### src/hdl/tbsw_pkg.sv
// shared types, constants and microcode table for the two band stereo width unit
`timescale 1ns / 1ps

package tbsw_pkg;

   // sample and register geometry
   localparam int SAMPLE_BITS    = 24;
   localparam int SAMPLE_MAX     = (2 ** (SAMPLE_BITS - 1)) - 1;
   localparam int COEFF_BITS_DEF = 16;
   localparam int WIDTH_FRAC     = 15;
   localparam int CSR_INDEX_BITS = 8;
   localparam int CSR_DATA_BITS  = 16;

   localparam logic [CSR_DATA_BITS-1:0] WIDTH_MAX   = 16'd32768;
   localparam logic [CSR_DATA_BITS-1:0] COEFF_RESET = 16'd4506;
   localparam logic [CSR_DATA_BITS-1:0] WIDTH_RESET = 16'd16384;

   // register indexes
   localparam logic [CSR_INDEX_BITS-1:0] REG_COEFF      = 8'd0;
   localparam logic [CSR_INDEX_BITS-1:0] REG_WIDTH_LOW  = 8'd1;
   localparam logic [CSR_INDEX_BITS-1:0] REG_WIDTH_HIGH = 8'd2;

   typedef struct packed {
      logic signed [SAMPLE_BITS-1:0] left_in;
      logic signed [SAMPLE_BITS-1:0] right_in;
   } req_word_type;

   typedef struct packed {
      logic signed [SAMPLE_BITS-1:0] left_out;
      logic signed [SAMPLE_BITS-1:0] right_out;
   } rsp_word_type;

   // microcode fields
   localparam int PC_BITS = 5;

   typedef enum logic [1:0] {
      COND_NEXT = 2'd0,
      COND_REQ  = 2'd1,
      COND_RSP  = 2'd2
   } cond_type;

   typedef enum logic [2:0] {
      DST_NONE = 3'd0,
      DST_A    = 3'd1,
      DST_LPL  = 3'd2,
      DST_LPR  = 3'd3,
      DST_SUM  = 3'd4
   } dst_type;

   typedef enum logic [2:0] {
      SRC_ZERO = 3'd0,
      SRC_XL   = 3'd1,
      SRC_XR   = 3'd2,
      SRC_LPL  = 3'd3,
      SRC_LPR  = 3'd4,
      SRC_A    = 3'd5,
      SRC_SUM  = 3'd6,
      SRC_ACC  = 3'd7
   } src_type;

   typedef enum logic [1:0] {
      MUL_NONE = 2'd0,
      MUL_HI   = 2'd1,
      MUL_LO   = 2'd2
   } mul_type;

   typedef enum logic [1:0] {
      MSEL_COEFF = 2'd0,
      MSEL_WLO   = 2'd1,
      MSEL_WHI   = 2'd2
   } msel_type;

   typedef enum logic {
      SHIFT_COEFF = 1'b0,
      SHIFT_WIDTH = 1'b1
   } shift_type;

   typedef enum logic [1:0] {
      FIN_NONE  = 2'd0,
      FIN_LEFT  = 2'd1,
      FIN_RIGHT = 2'd2
   } fin_type;

   typedef struct packed {
      cond_type            cond;
      logic [PC_BITS-1:0]  target;
      dst_type             dst;
      src_type             sa;
      src_type             sb;
      logic                sub;
      mul_type             mul;
      msel_type            msel;
      shift_type           shift;
      fin_type             fin;
   } ucode_word_type;

   typedef struct packed {
      ucode_word_type uword;
      logic           load;
      logic           emit;
   } seq_ctrl_type;

   // program addresses
   localparam logic [PC_BITS-1:0] UC_IDLE   = 5'd0;
   localparam logic [PC_BITS-1:0] UC_L_DIFF = 5'd1;
   localparam logic [PC_BITS-1:0] UC_L_MHI  = 5'd2;
   localparam logic [PC_BITS-1:0] UC_L_MLO  = 5'd3;
   localparam logic [PC_BITS-1:0] UC_L_UPD  = 5'd4;
   localparam logic [PC_BITS-1:0] UC_R_DIFF = 5'd5;
   localparam logic [PC_BITS-1:0] UC_R_MHI  = 5'd6;
   localparam logic [PC_BITS-1:0] UC_R_MLO  = 5'd7;
   localparam logic [PC_BITS-1:0] UC_R_UPD  = 5'd8;
   localparam logic [PC_BITS-1:0] UC_SL     = 5'd9;
   localparam logic [PC_BITS-1:0] UC_SL_MHI = 5'd10;
   localparam logic [PC_BITS-1:0] UC_SL_MLO = 5'd11;
   localparam logic [PC_BITS-1:0] UC_TL     = 5'd12;
   localparam logic [PC_BITS-1:0] UC_SH_A   = 5'd13;
   localparam logic [PC_BITS-1:0] UC_SH_B   = 5'd14;
   localparam logic [PC_BITS-1:0] UC_SH_C   = 5'd15;
   localparam logic [PC_BITS-1:0] UC_SH_MHI = 5'd16;
   localparam logic [PC_BITS-1:0] UC_SH_MLO = 5'd17;
   localparam logic [PC_BITS-1:0] UC_TH     = 5'd18;
   localparam logic [PC_BITS-1:0] UC_BASE   = 5'd19;
   localparam logic [PC_BITS-1:0] UC_FIN_L  = 5'd20;
   localparam logic [PC_BITS-1:0] UC_FIN_R  = 5'd21;
   localparam logic [PC_BITS-1:0] UC_EMIT   = 5'd22;

   // control store
   function automatic ucode_word_type ucode_rom(input logic [PC_BITS-1:0] step);
      ucode_word_type w;
      w.cond   = COND_NEXT;
      w.target = step + PC_BITS'(1);
      w.dst    = DST_NONE;
      w.sa     = SRC_ZERO;
      w.sb     = SRC_ZERO;
      w.sub    = 1'b0;
      w.mul    = MUL_NONE;
      w.msel   = MSEL_COEFF;
      w.shift  = SHIFT_COEFF;
      w.fin    = FIN_NONE;
      case (step)
         UC_IDLE: begin
            w.cond = COND_REQ;
         end
         UC_L_DIFF: begin
            w.dst = DST_A; w.sa = SRC_XL; w.sb = SRC_LPL; w.sub = 1'b1;
         end
         UC_L_MHI: begin
            w.mul = MUL_HI; w.msel = MSEL_COEFF;
         end
         UC_L_MLO: begin
            w.mul = MUL_LO; w.msel = MSEL_COEFF;
         end
         UC_L_UPD: begin
            w.dst = DST_LPL; w.sa = SRC_LPL; w.sb = SRC_ACC; w.shift = SHIFT_COEFF;
         end
         UC_R_DIFF: begin
            w.dst = DST_A; w.sa = SRC_XR; w.sb = SRC_LPR; w.sub = 1'b1;
         end
         UC_R_MHI: begin
            w.mul = MUL_HI; w.msel = MSEL_COEFF;
         end
         UC_R_MLO: begin
            w.mul = MUL_LO; w.msel = MSEL_COEFF;
         end
         UC_R_UPD: begin
            w.dst = DST_LPR; w.sa = SRC_LPR; w.sb = SRC_ACC; w.shift = SHIFT_COEFF;
         end
         UC_SL: begin
            w.dst = DST_A; w.sa = SRC_LPL; w.sb = SRC_LPR; w.sub = 1'b1;
         end
         UC_SL_MHI: begin
            w.mul = MUL_HI; w.msel = MSEL_WLO;
         end
         UC_SL_MLO: begin
            w.mul = MUL_LO; w.msel = MSEL_WLO;
         end
         UC_TL: begin
            w.dst = DST_SUM; w.sa = SRC_ZERO; w.sb = SRC_ACC; w.shift = SHIFT_WIDTH;
         end
         UC_SH_A: begin
            w.dst = DST_A; w.sa = SRC_XL; w.sb = SRC_XR; w.sub = 1'b1;
         end
         UC_SH_B: begin
            w.dst = DST_A; w.sa = SRC_A; w.sb = SRC_LPL; w.sub = 1'b1;
         end
         UC_SH_C: begin
            w.dst = DST_A; w.sa = SRC_A; w.sb = SRC_LPR;
         end
         UC_SH_MHI: begin
            w.mul = MUL_HI; w.msel = MSEL_WHI;
         end
         UC_SH_MLO: begin
            w.mul = MUL_LO; w.msel = MSEL_WHI;
         end
         UC_TH: begin
            w.dst = DST_SUM; w.sa = SRC_SUM; w.sb = SRC_ACC; w.shift = SHIFT_WIDTH;
         end
         UC_BASE: begin
            w.dst = DST_A; w.sa = SRC_XL; w.sb = SRC_XR;
         end
         UC_FIN_L: begin
            w.fin = FIN_LEFT;
         end
         UC_FIN_R: begin
            w.fin = FIN_RIGHT;
         end
         UC_EMIT: begin
            w.cond = COND_RSP; w.target = UC_IDLE;
         end
         default: begin
            w.target = UC_IDLE;
         end
      endcase
      return w;
   endfunction

endpackage

### src/hdl/two_band_stereo_width_unit.sv
// top level of the two band mid/side stereo width unit
`timescale 1ns / 1ps

// usage
// - req channel: one stereo pair per word (req_word.left_in, req_word.right_in),
//   valid/ready; the unit takes a word only when its program sits at the idle step
// - rsp channel: one widened, saturated stereo pair per request word, valid/ready,
//   held in an output register until taken
// - csr channel: register index and 16-bit data; always ready; index 0 is the
//   crossover coefficient, 1 the low band width, 2 the high band width, others ignored
// - program: the 23-step microcode program runs both lowpass updates and both
//   width products through one split multiplier (two passes per product); a
//   new request word is taken only once the program is back at its idle step
// - when the receiver stalls, the finished word waits in the output register; the
//   next request is still taken and computed, and the program holds at its last
//   step until the output register frees up
// - reset: synchronous, clears the lowpass state and the output valid, loads the
//   register defaults and puts the program at the idle step
module two_band_stereo_width_unit import tbsw_pkg::*; #(
   parameter int COEFF_BITS = COEFF_BITS_DEF
) (
   input  logic                      clock,
   input  logic                      reset,
   input  logic                      req_valid,
   output logic                      req_ready,
   input  req_word_type              req_word,
   output logic                      rsp_valid,
   input  logic                      rsp_ready,
   output rsp_word_type              rsp_word,
   input  logic                      csr_valid,
   output logic                      csr_ready,
   input  logic [CSR_INDEX_BITS-1:0] csr_index,
   input  logic [CSR_DATA_BITS-1:0]  csr_data
);

   // configuration registers
   logic [CSR_DATA_BITS-1:0] coeff_ff, coeff_in;
   logic [CSR_DATA_BITS-1:0] wlo_ff, wlo_in;
   logic [CSR_DATA_BITS-1:0] whi_ff, whi_in;

   // output register
   logic         rsp_valid_ff, rsp_valid_in;
   rsp_word_type rsp_word_ff, rsp_word_in;

   seq_ctrl_type seq_ctrl;
   rsp_word_type result;
   logic         out_free;
   logic         csr_write;

   assign csr_ready = 1'b1;
   assign csr_write = csr_valid && csr_ready;

   always_comb begin
      coeff_in = coeff_ff;
      wlo_in   = wlo_ff;
      whi_in   = whi_ff;
      if (csr_write) begin
         case (csr_index)
            REG_COEFF:      coeff_in = csr_data;
            REG_WIDTH_LOW:  wlo_in   = csr_data;
            REG_WIDTH_HIGH: whi_in   = csr_data;
            default:        ;
         endcase
      end
   end

   always_ff @(posedge clock) begin
      if (reset) begin
         coeff_ff <= COEFF_RESET;
         wlo_ff   <= WIDTH_RESET;
         whi_ff   <= WIDTH_RESET;
      end else begin
         coeff_ff <= coeff_in;
         wlo_ff   <= wlo_in;
         whi_ff   <= whi_in;
      end
   end

   // output slot is free if empty or being drained this cycle
   assign out_free = !rsp_valid_ff || rsp_ready;

   tbsw_sequencer u_sequencer (
      .clock     (clock),
      .reset     (reset),
      .req_valid (req_valid),
      .out_free  (out_free),
      .seq_ctrl  (seq_ctrl)
   );

   tbsw_datapath #(
      .COEFF_BITS (COEFF_BITS)
   ) u_datapath (
      .clock      (clock),
      .reset      (reset),
      .seq_ctrl   (seq_ctrl),
      .req_word   (req_word),
      .coeff      (coeff_ff),
      .width_low  (wlo_ff),
      .width_high (whi_ff),
      .result     (result)
   );

   // ready follows the program step alone
   assign req_ready = (seq_ctrl.uword.cond == COND_REQ);

   always_comb begin
      rsp_valid_in = rsp_valid_ff;
      rsp_word_in  = rsp_word_ff;
      if (seq_ctrl.emit) begin
         rsp_valid_in = 1'b1;
         rsp_word_in  = result;
      end else if (rsp_ready) begin
         rsp_valid_in = 1'b0;
      end
   end

   always_ff @(posedge clock) begin
      if (reset) begin
         rsp_valid_ff <= 1'b0;
      end else begin
         rsp_valid_ff <= rsp_valid_in;
      end
   end

   always_ff @(posedge clock) begin
      rsp_word_ff <= rsp_word_in;
   end

   assign rsp_valid = rsp_valid_ff;
   assign rsp_word  = rsp_word_ff;

   // program never takes two words back to back
   a_no_double_take: assert property (@(posedge clock) disable iff (reset)
      (req_valid && req_ready) |=> !req_ready)
      else $error("request taken on two consecutive cycles");

   // a word going into the output register shows up as valid
   a_emit_valid: assert property (@(posedge clock) disable iff (reset)
      seq_ctrl.emit |=> rsp_valid_ff)
      else $error("emitted word not valid on the output");

   // output valid only rises from an emit
   a_rise_from_emit: assert property (@(posedge clock) disable iff (reset)
      $rose(rsp_valid_ff) |-> $past(seq_ctrl.emit))
      else $error("output valid rose without an emit");

   // no request is taken in the same cycle as a result is emitted
   a_take_emit_apart: assert property (@(posedge clock) disable iff (reset)
      !(seq_ctrl.load && seq_ctrl.emit))
      else $error("take and emit in the same step");

endmodule

### src/hdl/tbsw_sequencer.sv
// step counter and control store walk for the stereo width unit
`timescale 1ns / 1ps

module tbsw_sequencer import tbsw_pkg::*; (
   input  logic         clock,
   input  logic         reset,
   input  logic         req_valid,
   input  logic         out_free,
   output seq_ctrl_type seq_ctrl
);

   logic [PC_BITS-1:0] pc_ff;
   logic [PC_BITS-1:0] pc_in;
   ucode_word_type     uword;
   logic               cond_met;

   assign uword = ucode_rom(pc_ff);

   always_comb begin
      case (uword.cond)
         COND_NEXT: cond_met = 1'b1;
         COND_REQ:  cond_met = req_valid;
         COND_RSP:  cond_met = out_free;
         default:   cond_met = 1'b1;
      endcase
   end

   // hold the step until its condition is met
   assign pc_in = cond_met ? uword.target : pc_ff;

   always_ff @(posedge clock) begin
      if (reset) begin
         pc_ff <= UC_IDLE;
      end else begin
         pc_ff <= pc_in;
      end
   end

   assign seq_ctrl.uword = uword;
   assign seq_ctrl.load  = (uword.cond == COND_REQ) && req_valid;
   assign seq_ctrl.emit  = (uword.cond == COND_RSP) && out_free;

endmodule

### src/hdl/tbsw_datapath.sv
// registers, adder, split multiplier and output rounding for the stereo width unit
`timescale 1ns / 1ps

module tbsw_datapath import tbsw_pkg::*; #(
   parameter int COEFF_BITS = COEFF_BITS_DEF
) (
   input  logic                     clock,
   input  logic                     reset,
   input  seq_ctrl_type             seq_ctrl,
   input  req_word_type             req_word,
   input  logic [CSR_DATA_BITS-1:0] coeff,
   input  logic [CSR_DATA_BITS-1:0] width_low,
   input  logic [CSR_DATA_BITS-1:0] width_high,
   output rsp_word_type             result
);

   localparam int AW  = SAMPLE_BITS + COEFF_BITS + 3;
   localparam int BW  = (COEFF_BITS > CSR_DATA_BITS) ? COEFF_BITS : CSR_DATA_BITS;
   localparam int LOW = AW / 2;
   localparam int HW  = AW - LOW;
   localparam int PW  = AW + BW + 1;
   localparam int TW  = AW + 2;
   localparam int RW  = TW - COEFF_BITS - 1;
   localparam int XPAD = AW - SAMPLE_BITS - COEFF_BITS;
   localparam logic [CSR_DATA_BITS-1:0] COEFF_MASK = (COEFF_BITS >= CSR_DATA_BITS) ?
      {CSR_DATA_BITS{1'b1}} : CSR_DATA_BITS'((1 << COEFF_BITS) - 1);
   localparam logic signed [RW-1:0] SAT_HI = RW'(SAMPLE_MAX);
   localparam logic signed [RW-1:0] SAT_LO = ~SAT_HI;

   function automatic logic [CSR_DATA_BITS-1:0] clamp_width(
      input logic [CSR_DATA_BITS-1:0] w);
      return (w > WIDTH_MAX) ? WIDTH_MAX : w;
   endfunction

   ucode_word_type uw;

   logic signed [AW-1:0] xl_ff, xr_ff, lpl_ff, lpr_ff, a_ff, sum_ff;
   logic signed [AW-1:0] xl_in, xr_in, lpl_in, lpr_in, a_in, sum_in;
   logic signed [PW-1:0] acc_ff, acc_in;
   logic signed [SAMPLE_BITS-1:0] out_l_ff, out_r_ff, out_l_in, out_r_in;

   logic signed [AW-1:0] opa, opb, alu_res, acc_sh;
   logic signed [PW-1:0] acc_shifted;
   logic [BW-1:0]        b_sel;
   logic signed [HW+BW:0]    prod_hi;
   logic signed [LOW+BW+1:0] prod_lo;
   logic signed [TW-1:0] base, twice_t, total, rounded;
   logic signed [RW-1:0] rnd;
   logic signed [SAMPLE_BITS-1:0] sat;

   assign uw = seq_ctrl.uword;

   // operand sources
   assign acc_shifted = (uw.shift == SHIFT_COEFF) ? (acc_ff >>> COEFF_BITS)
                                                  : (acc_ff >>> WIDTH_FRAC);
   assign acc_sh = acc_shifted[AW-1:0];

   always_comb begin
      case (uw.sa)
         SRC_XL:  opa = xl_ff;
         SRC_XR:  opa = xr_ff;
         SRC_LPL: opa = lpl_ff;
         SRC_LPR: opa = lpr_ff;
         SRC_A:   opa = a_ff;
         SRC_SUM: opa = sum_ff;
         SRC_ACC: opa = acc_sh;
         default: opa = '0;
      endcase
      case (uw.sb)
         SRC_XL:  opb = xl_ff;
         SRC_XR:  opb = xr_ff;
         SRC_LPL: opb = lpl_ff;
         SRC_LPR: opb = lpr_ff;
         SRC_A:   opb = a_ff;
         SRC_SUM: opb = sum_ff;
         SRC_ACC: opb = acc_sh;
         default: opb = '0;
      endcase
   end

   assign alu_res = uw.sub ? (opa - opb) : (opa + opb);

   // multiplier operand b, always unsigned
   always_comb begin
      case (uw.msel)
         MSEL_COEFF: b_sel = BW'(coeff & COEFF_MASK);
         MSEL_WLO:   b_sel = BW'(clamp_width(width_low));
         MSEL_WHI:   b_sel = BW'(clamp_width(width_high));
         default:    b_sel = '0;
      endcase
   end

   // a split into signed upper half and unsigned lower half
   assign prod_hi = $signed(a_ff[AW-1:LOW]) * $signed({1'b0, b_sel});
   assign prod_lo = $signed({1'b0, a_ff[LOW-1:0]}) * $signed({1'b0, b_sel});

   always_comb begin
      case (uw.mul)
         MUL_HI:  acc_in = $signed(PW'(prod_hi)) <<< LOW;
         MUL_LO:  acc_in = acc_ff + PW'(prod_lo);
         default: acc_in = acc_ff;
      endcase
   end

   // round half up, then saturate to the sample range
   assign base    = {{2{a_ff[AW-1]}}, a_ff};
   assign twice_t = {sum_ff[AW-1], sum_ff, 1'b0};
   assign total   = (uw.fin == FIN_RIGHT) ? (base - twice_t) : (base + twice_t);
   assign rounded = total + (TW'(1) <<< COEFF_BITS);
   assign rnd     = rounded[TW-1:COEFF_BITS+1];

   always_comb begin
      if (rnd > SAT_HI) begin
         sat = SAT_HI[SAMPLE_BITS-1:0];
      end else if (rnd < SAT_LO) begin
         sat = SAT_LO[SAMPLE_BITS-1:0];
      end else begin
         sat = rnd[SAMPLE_BITS-1:0];
      end
   end

   // register updates
   always_comb begin
      xl_in    = xl_ff;
      xr_in    = xr_ff;
      lpl_in   = lpl_ff;
      lpr_in   = lpr_ff;
      a_in     = a_ff;
      sum_in   = sum_ff;
      out_l_in = out_l_ff;
      out_r_in = out_r_ff;
      if (seq_ctrl.load) begin
         xl_in = {{XPAD{req_word.left_in[SAMPLE_BITS-1]}}, req_word.left_in,
                  {COEFF_BITS{1'b0}}};
         xr_in = {{XPAD{req_word.right_in[SAMPLE_BITS-1]}}, req_word.right_in,
                  {COEFF_BITS{1'b0}}};
      end
      case (uw.dst)
         DST_A:   a_in   = alu_res;
         DST_LPL: lpl_in = alu_res;
         DST_LPR: lpr_in = alu_res;
         DST_SUM: sum_in = alu_res;
         default: ;
      endcase
      case (uw.fin)
         FIN_LEFT:  out_l_in = sat;
         FIN_RIGHT: out_r_in = sat;
         default:   ;
      endcase
   end

   always_ff @(posedge clock) begin
      if (reset) begin
         lpl_ff <= '0;
         lpr_ff <= '0;
      end else begin
         lpl_ff <= lpl_in;
         lpr_ff <= lpr_in;
      end
   end

   always_ff @(posedge clock) begin
      xl_ff    <= xl_in;
      xr_ff    <= xr_in;
      a_ff     <= a_in;
      sum_ff   <= sum_in;
      acc_ff   <= acc_in;
      out_l_ff <= out_l_in;
      out_r_ff <= out_r_in;
   end

   assign result.left_out  = out_l_ff;
   assign result.right_out = out_r_ff;

endmodule

### config.mk
export PLATFORM = sky130hd
export DESIGN_NAME = two_band_stereo_width_unit
export DESIGN_NICKNAME = d
export VERILOG_FILES = /design/src/hdl/tbsw_pkg.sv /design/src/hdl/two_band_stereo_width_unit.sv /design/src/hdl/tbsw_sequencer.sv /design/src/hdl/tbsw_datapath.sv
export SDC_FILE = /design/constraint.sdc
export NUM_CORES = 2
export LEC_CHECK = 0
export BUFFER_PORTS_ARGS = -buffer_cell sky130_fd_sc_hd__buf_2
export CORE_UTILIZATION = 65
export DETAILED_ROUTE_END_ITERATION = 8
export GPL_TIMING_DRIVEN = 0
export PLACE_DENSITY = 0.88
export SLEW_MARGIN = 20
export SYNTH_ARGS = -nofsm -noshare
export SYNTH_HDL_FRONTEND = slang
export SYNTH_SLANG_ARGS = --single-unit
export TNS_END_PERCENT = 5
### constraint.sdc
create_clock -name clock -period 14.1 [get_ports clock]
set_clock_uncertainty 0.05 [all_clocks]
set_input_delay 1.41 -clock clock [delete_from_list [all_inputs] [get_ports clock]]
set_output_delay 1.41 -clock clock [all_outputs]
set_load 0.01 [all_outputs]
==> results by stage <==
Run status:
- The flow ran to the end, and the final reports show no timing, DRC or antenna violations.

Worst setup path:
- The slowest stage of the critical path is the sky130_fd_sc_hd__clkbuf_1 cell.
- The register-to-register path setup slack is 1.12 ns.
- The type of the setup path with the least slack is reg2reg.
- The largest single stage delay on the critical path is 0.76 ns.
- For the worst setup path, the data arrival time is 13.24 ns.
- The type of element launching the critical path is a flop.
- In this run the worst path has a maximum fanout of 10.
- The number of cells on the worst reg-to-reg path is 45.
- The element type at the critical path end is a flop.
- The required arrival time at the worst endpoint is 14.36 ns.

Drt:
- The via total after detailed routing is 45056.
- The final wirelength is 177900 um.
- The via-per-instance ratio is 6.376.
- In the final routed layout, each cell accounts on average for 25.17 um.
- The first routing iteration left 5479 violations.
- The first-pass iteration count of the detailed router is 8.
- The count of nets left with antenna violations once routing finished came out at 0.
- The post-route DRC violation count is 0.

Place:
- The detailed-placement wirelength estimate is 142300 um.
- The routability congestion estimate is 1.062.
- The placed instances occupy a cell area of 53700 um^2.
- The number of port buffers is 126.

Hold path:
- The tightest min-delay check is of the reg2reg type.
- The worst hold path passes through 0 cells.

Yosys:
- The number of nets in the synthesized netlist is 6828.
- The number of enable-type register cells in the synthesized netlist is 289.
- The flip-flop and latch count after synthesis is 429.
- Counting distinct cell types in the post-synthesis netlist gives 113.
- After synthesis, the cell types taking the most area are sky130_fd_sc_hd__fa_1 24%, sky130_fd_sc_hd__edfxtp_1 17%, sky130_fd_sc_hd__ha_1 8.1%.
- The synthesized area per cell is 8.863 um^2.
- The share of synthesized area occupied by flip-flops and latches is 22.31%.
- The dominant synthesized flop cell is sky130_fd_sc_hd__edfxtp_1.
- The count of mapped cells out of synthesis is 5807.
- During synthesis, Yosys emitted a total of 0 warnings.
- Of all cell types, the one taking the most synthesized area is sky130_fd_sc_hd__fa_1.
- The share of flip-flops with an asynchronous set or reset is 0%.
- The fraction of post-synthesis cell area in the top cell type by area is 23.73%.
- The netlist area before placement is 51470 um^2.

STA:
- The max-slew violation count is 0.
- The relative max-transition margin is 19.65%.
- The final critical-path share of the clock period is 92.05%.
- For this run, the top clock speed supported by timing is 0.07705 GHz.
- The setup TNS is 0 ns.
- Setup repair after global routing left no endpoint under its margin.
- Setup violations remaining at the end of the flow were counted as 0.
- The number of endpoints with negative hold slack in the final report is 0.
- For the pin with the worst max-slew slack, the measured transition is 1.205 ns.
- The clock period could shrink to 12.98 ns.

Final layout:
- The area added between synthesis and finish is 6.989%.
- The register area is 11480 um^2.
- Summing all multi-input logic gate instances after layout gives 36040 um^2.
- The finished layout cell area is 55070 um^2.
- Counting the fill cells in the layout gives 5963.
- At the end of the flow, the number of nets in the layout was 7013.
- Of the cells placed in the final design, the portion with a size suffix greater than 1 is 5.446%.

Global routing:
- The aggregate global routing overflow is 0.
- The number of antenna violations at the first check in global routing is 9.
- The pin count of the biggest net entering global routing is 49.
- The first global-routing pass estimated 269700 um of wire.
- The via count of the first global-routing pass was 45139.
- Across every metal layer, demand over resource in global routing totals 44.62%.

Floorplanning:
- The number of placement rows is 102.
- The area of the core is 77850 um^2.
- From bottom edge to top edge, the die measures 283.4 um.
- The initial utilization of the core area, before any placement, comes to 66.11%.
- The die outline width is 283.4 um.
- The number of primary I/O pins is 128.
- The floorplan step defined a die boundary enclosing 80310 um^2.

CTS:
- The clock reaches the later pin of the worst-skew pair after 0.60 ns.
- The number of hold buffers added after CTS was 0.
- The total clock buffers created by CTS is 42.
- Clock-pin slew was measured on the worst setup and hold paths at 0.07 ns.
- The tree built by TritonCTS fans out to 429 sinks.
- The total number of H-tree levels is 2.
- The maximum count of clock buffers along a single path is 3.
- The number of gates resized after CTS is 0.
- TritonCTS built the clock tree.
- The cell chosen for the clock root is sky130_fd_sc_hd__clkbuf_16.
- The number of setup buffers added after CTS is 0.

Job:
- The tool flagged a number of max-cap violations equal to 0.
## layout by cell type (no fill, tap or decap), drive strengths merged, types with 29 or more instances in the layout
cell,netlist,layout
nand2,928,928
inv,768,772
fa,610,610
a21oi,394,394
ha,334,334
and2,304,304
nor2,292,292
edfxtp,289,289
clkbuf,230,280
buf,46,187
o21ai,166,166
xnor2,159,159
dfxtp,140,140
xor2,122,122
mux2i,101,101
nor3,87,87
nand3,84,84
a21o,78,78
a211oi,76,76
nand2b,45,45
and3,33,33
o21bai,30,30
or3,29,29
o22ai,29,29
nand4,29,29
## cell type report
| cell class | count | area share [%] |
|---|---|---|
| tap | 1040 | 2.363 |
| multi-input combinational | 4332 | 65.45 |
| inverter | 770 | 5.253 |
| timing repair buffer | 141 | 1.572 |
| antenna | 4 | 0.01818 |
| clock inverter | 25 | 0.4522 |
| sequential | 429 | 20.85 |
| clock buffer | 50 | 2.018 |
| buffer | 276 | 2.020 |
## sequential cells by signal, indices dropped and copies added (netlist names)
name,count
u_datapath.xr_ff,24
rsp_word,48
rsp_valid,1
u_datapath.sum_ff,43
u_datapath.out_r_ff,24
u_datapath.a_ff,43
u_datapath.xl_ff,24
u_datapath.out_l_ff,24
u_datapath.lpr_ff,43
wlo_ff,16
coeff_ff,16
u_datapath.lpl_ff,43
u_datapath.acc_ff,59
whi_ff,16
u_sequencer.pc_ff,5
## metal layers
metal	routed length, um	up-vias	global-route usage (%)	share of wire [%]
met5	13	-	0	0.0073
met4	14010	2	28.95	7.9
met3	22330	734	11.02	13
met2	77830	3097	68.41	44
met1	63710	21636	56.50	36
li1	-	19587	-	-
## worst max-delay path, delay by kind of cell, from the launching register on
family,cells,cell delay [ns]
and+or+nand+nor,6,1.82
buffers and inverters,8,1.77
AOI/OAI and AO/OA,20,4.74
xor gates and xnor gates,2,0.31
adders and majority gates,9,3.63
DFF,1,0.33
## path summary, 6_finish.rpt
kind                                end               startpoint
hold / removal             rsp_word[47]  u_datapath.out_l_ff[23]
setup / recovery  u_datapath.acc_ff[47]     u_sequencer.pc_ff[0]
setup reg to reg  u_datapath.acc_ff[47]     u_sequencer.pc_ff[0]
hold reg to reg            rsp_word[47]  u_datapath.out_l_ff[23]
## Yosys cell counts, types with 18 or more instances
library cell and n:
sky130_fd_sc_hd__a211oi_1 76, sky130_fd_sc_hd__a21o_1 78, sky130_fd_sc_hd__a21oi_1 392, sky130_fd_sc_hd__a22oi_1 24, sky130_fd_sc_hd__a31oi_1 27, sky130_fd_sc_hd__and2_1 301
sky130_fd_sc_hd__and3_1 32, sky130_fd_sc_hd__buf_1 21, sky130_fd_sc_hd__clkbuf_1 230, sky130_fd_sc_hd__dfxtp_1 140, sky130_fd_sc_hd__edfxtp_1 289, sky130_fd_sc_hd__fa_1 610
sky130_fd_sc_hd__ha_1 334, sky130_fd_sc_hd__inv_1 767, sky130_fd_sc_hd__mux2i_1 101, sky130_fd_sc_hd__nand2_1 926, sky130_fd_sc_hd__nand2b_1 45, sky130_fd_sc_hd__nand3_1 84
sky130_fd_sc_hd__nand3b_1 18, sky130_fd_sc_hd__nand4_1 27, sky130_fd_sc_hd__nor2_1 292, sky130_fd_sc_hd__nor2b_1 27, sky130_fd_sc_hd__nor3_1 84, sky130_fd_sc_hd__nor4_1 18
sky130_fd_sc_hd__o211ai_1 18, sky130_fd_sc_hd__o21a_1 19, sky130_fd_sc_hd__o21ai_0 133, sky130_fd_sc_hd__o21ai_2 21, sky130_fd_sc_hd__o21bai_1 30, sky130_fd_sc_hd__o22ai_1 29
sky130_fd_sc_hd__o31ai_1 19, sky130_fd_sc_hd__or3_1 29, sky130_fd_sc_hd__xnor2_1 159, sky130_fd_sc_hd__xor2_1 122
## metrics by stage
step | setup slack [ns] | utilization, % | hold slack, ns | instances
after floorplan | 4.076 | - | 0.3503 | 5807
after global placement | 1.620 | 68.60 | 0.3503 | 6973
after detailed placement | 1.511 | 68.97 | 0.3545 | 6988
after CTS | 1.469 | 70.72 | 0.3655 | 7063
after global routing | 0.6315 | 70.72 | 0.3718 | 7063
final | 1.121 | 70.73 | 0.3686 | 7067
## logic make-up (layout without fill, tap and decap cells)
logic type                 after synthesis  in the layout  share of synthesized area, %
other                                    1              5                      0.007286
xor gates and xnor gates               281            281                         4.782
AOI/OAI and AO/OA                     1041           1041                         13.22
muxes                                  116            116                         2.336
adders and majority gates              944            944                         31.85
and+or+nand+nor                       1949           1949                         17.73
DFF                                    429            429                         22.31
buffers and inverters                 1046           1262                         7.774
Power is left out: the tool's default activity adds up to more than one toggle a clock period on the data nets, which glitch-free logic cannot reach.
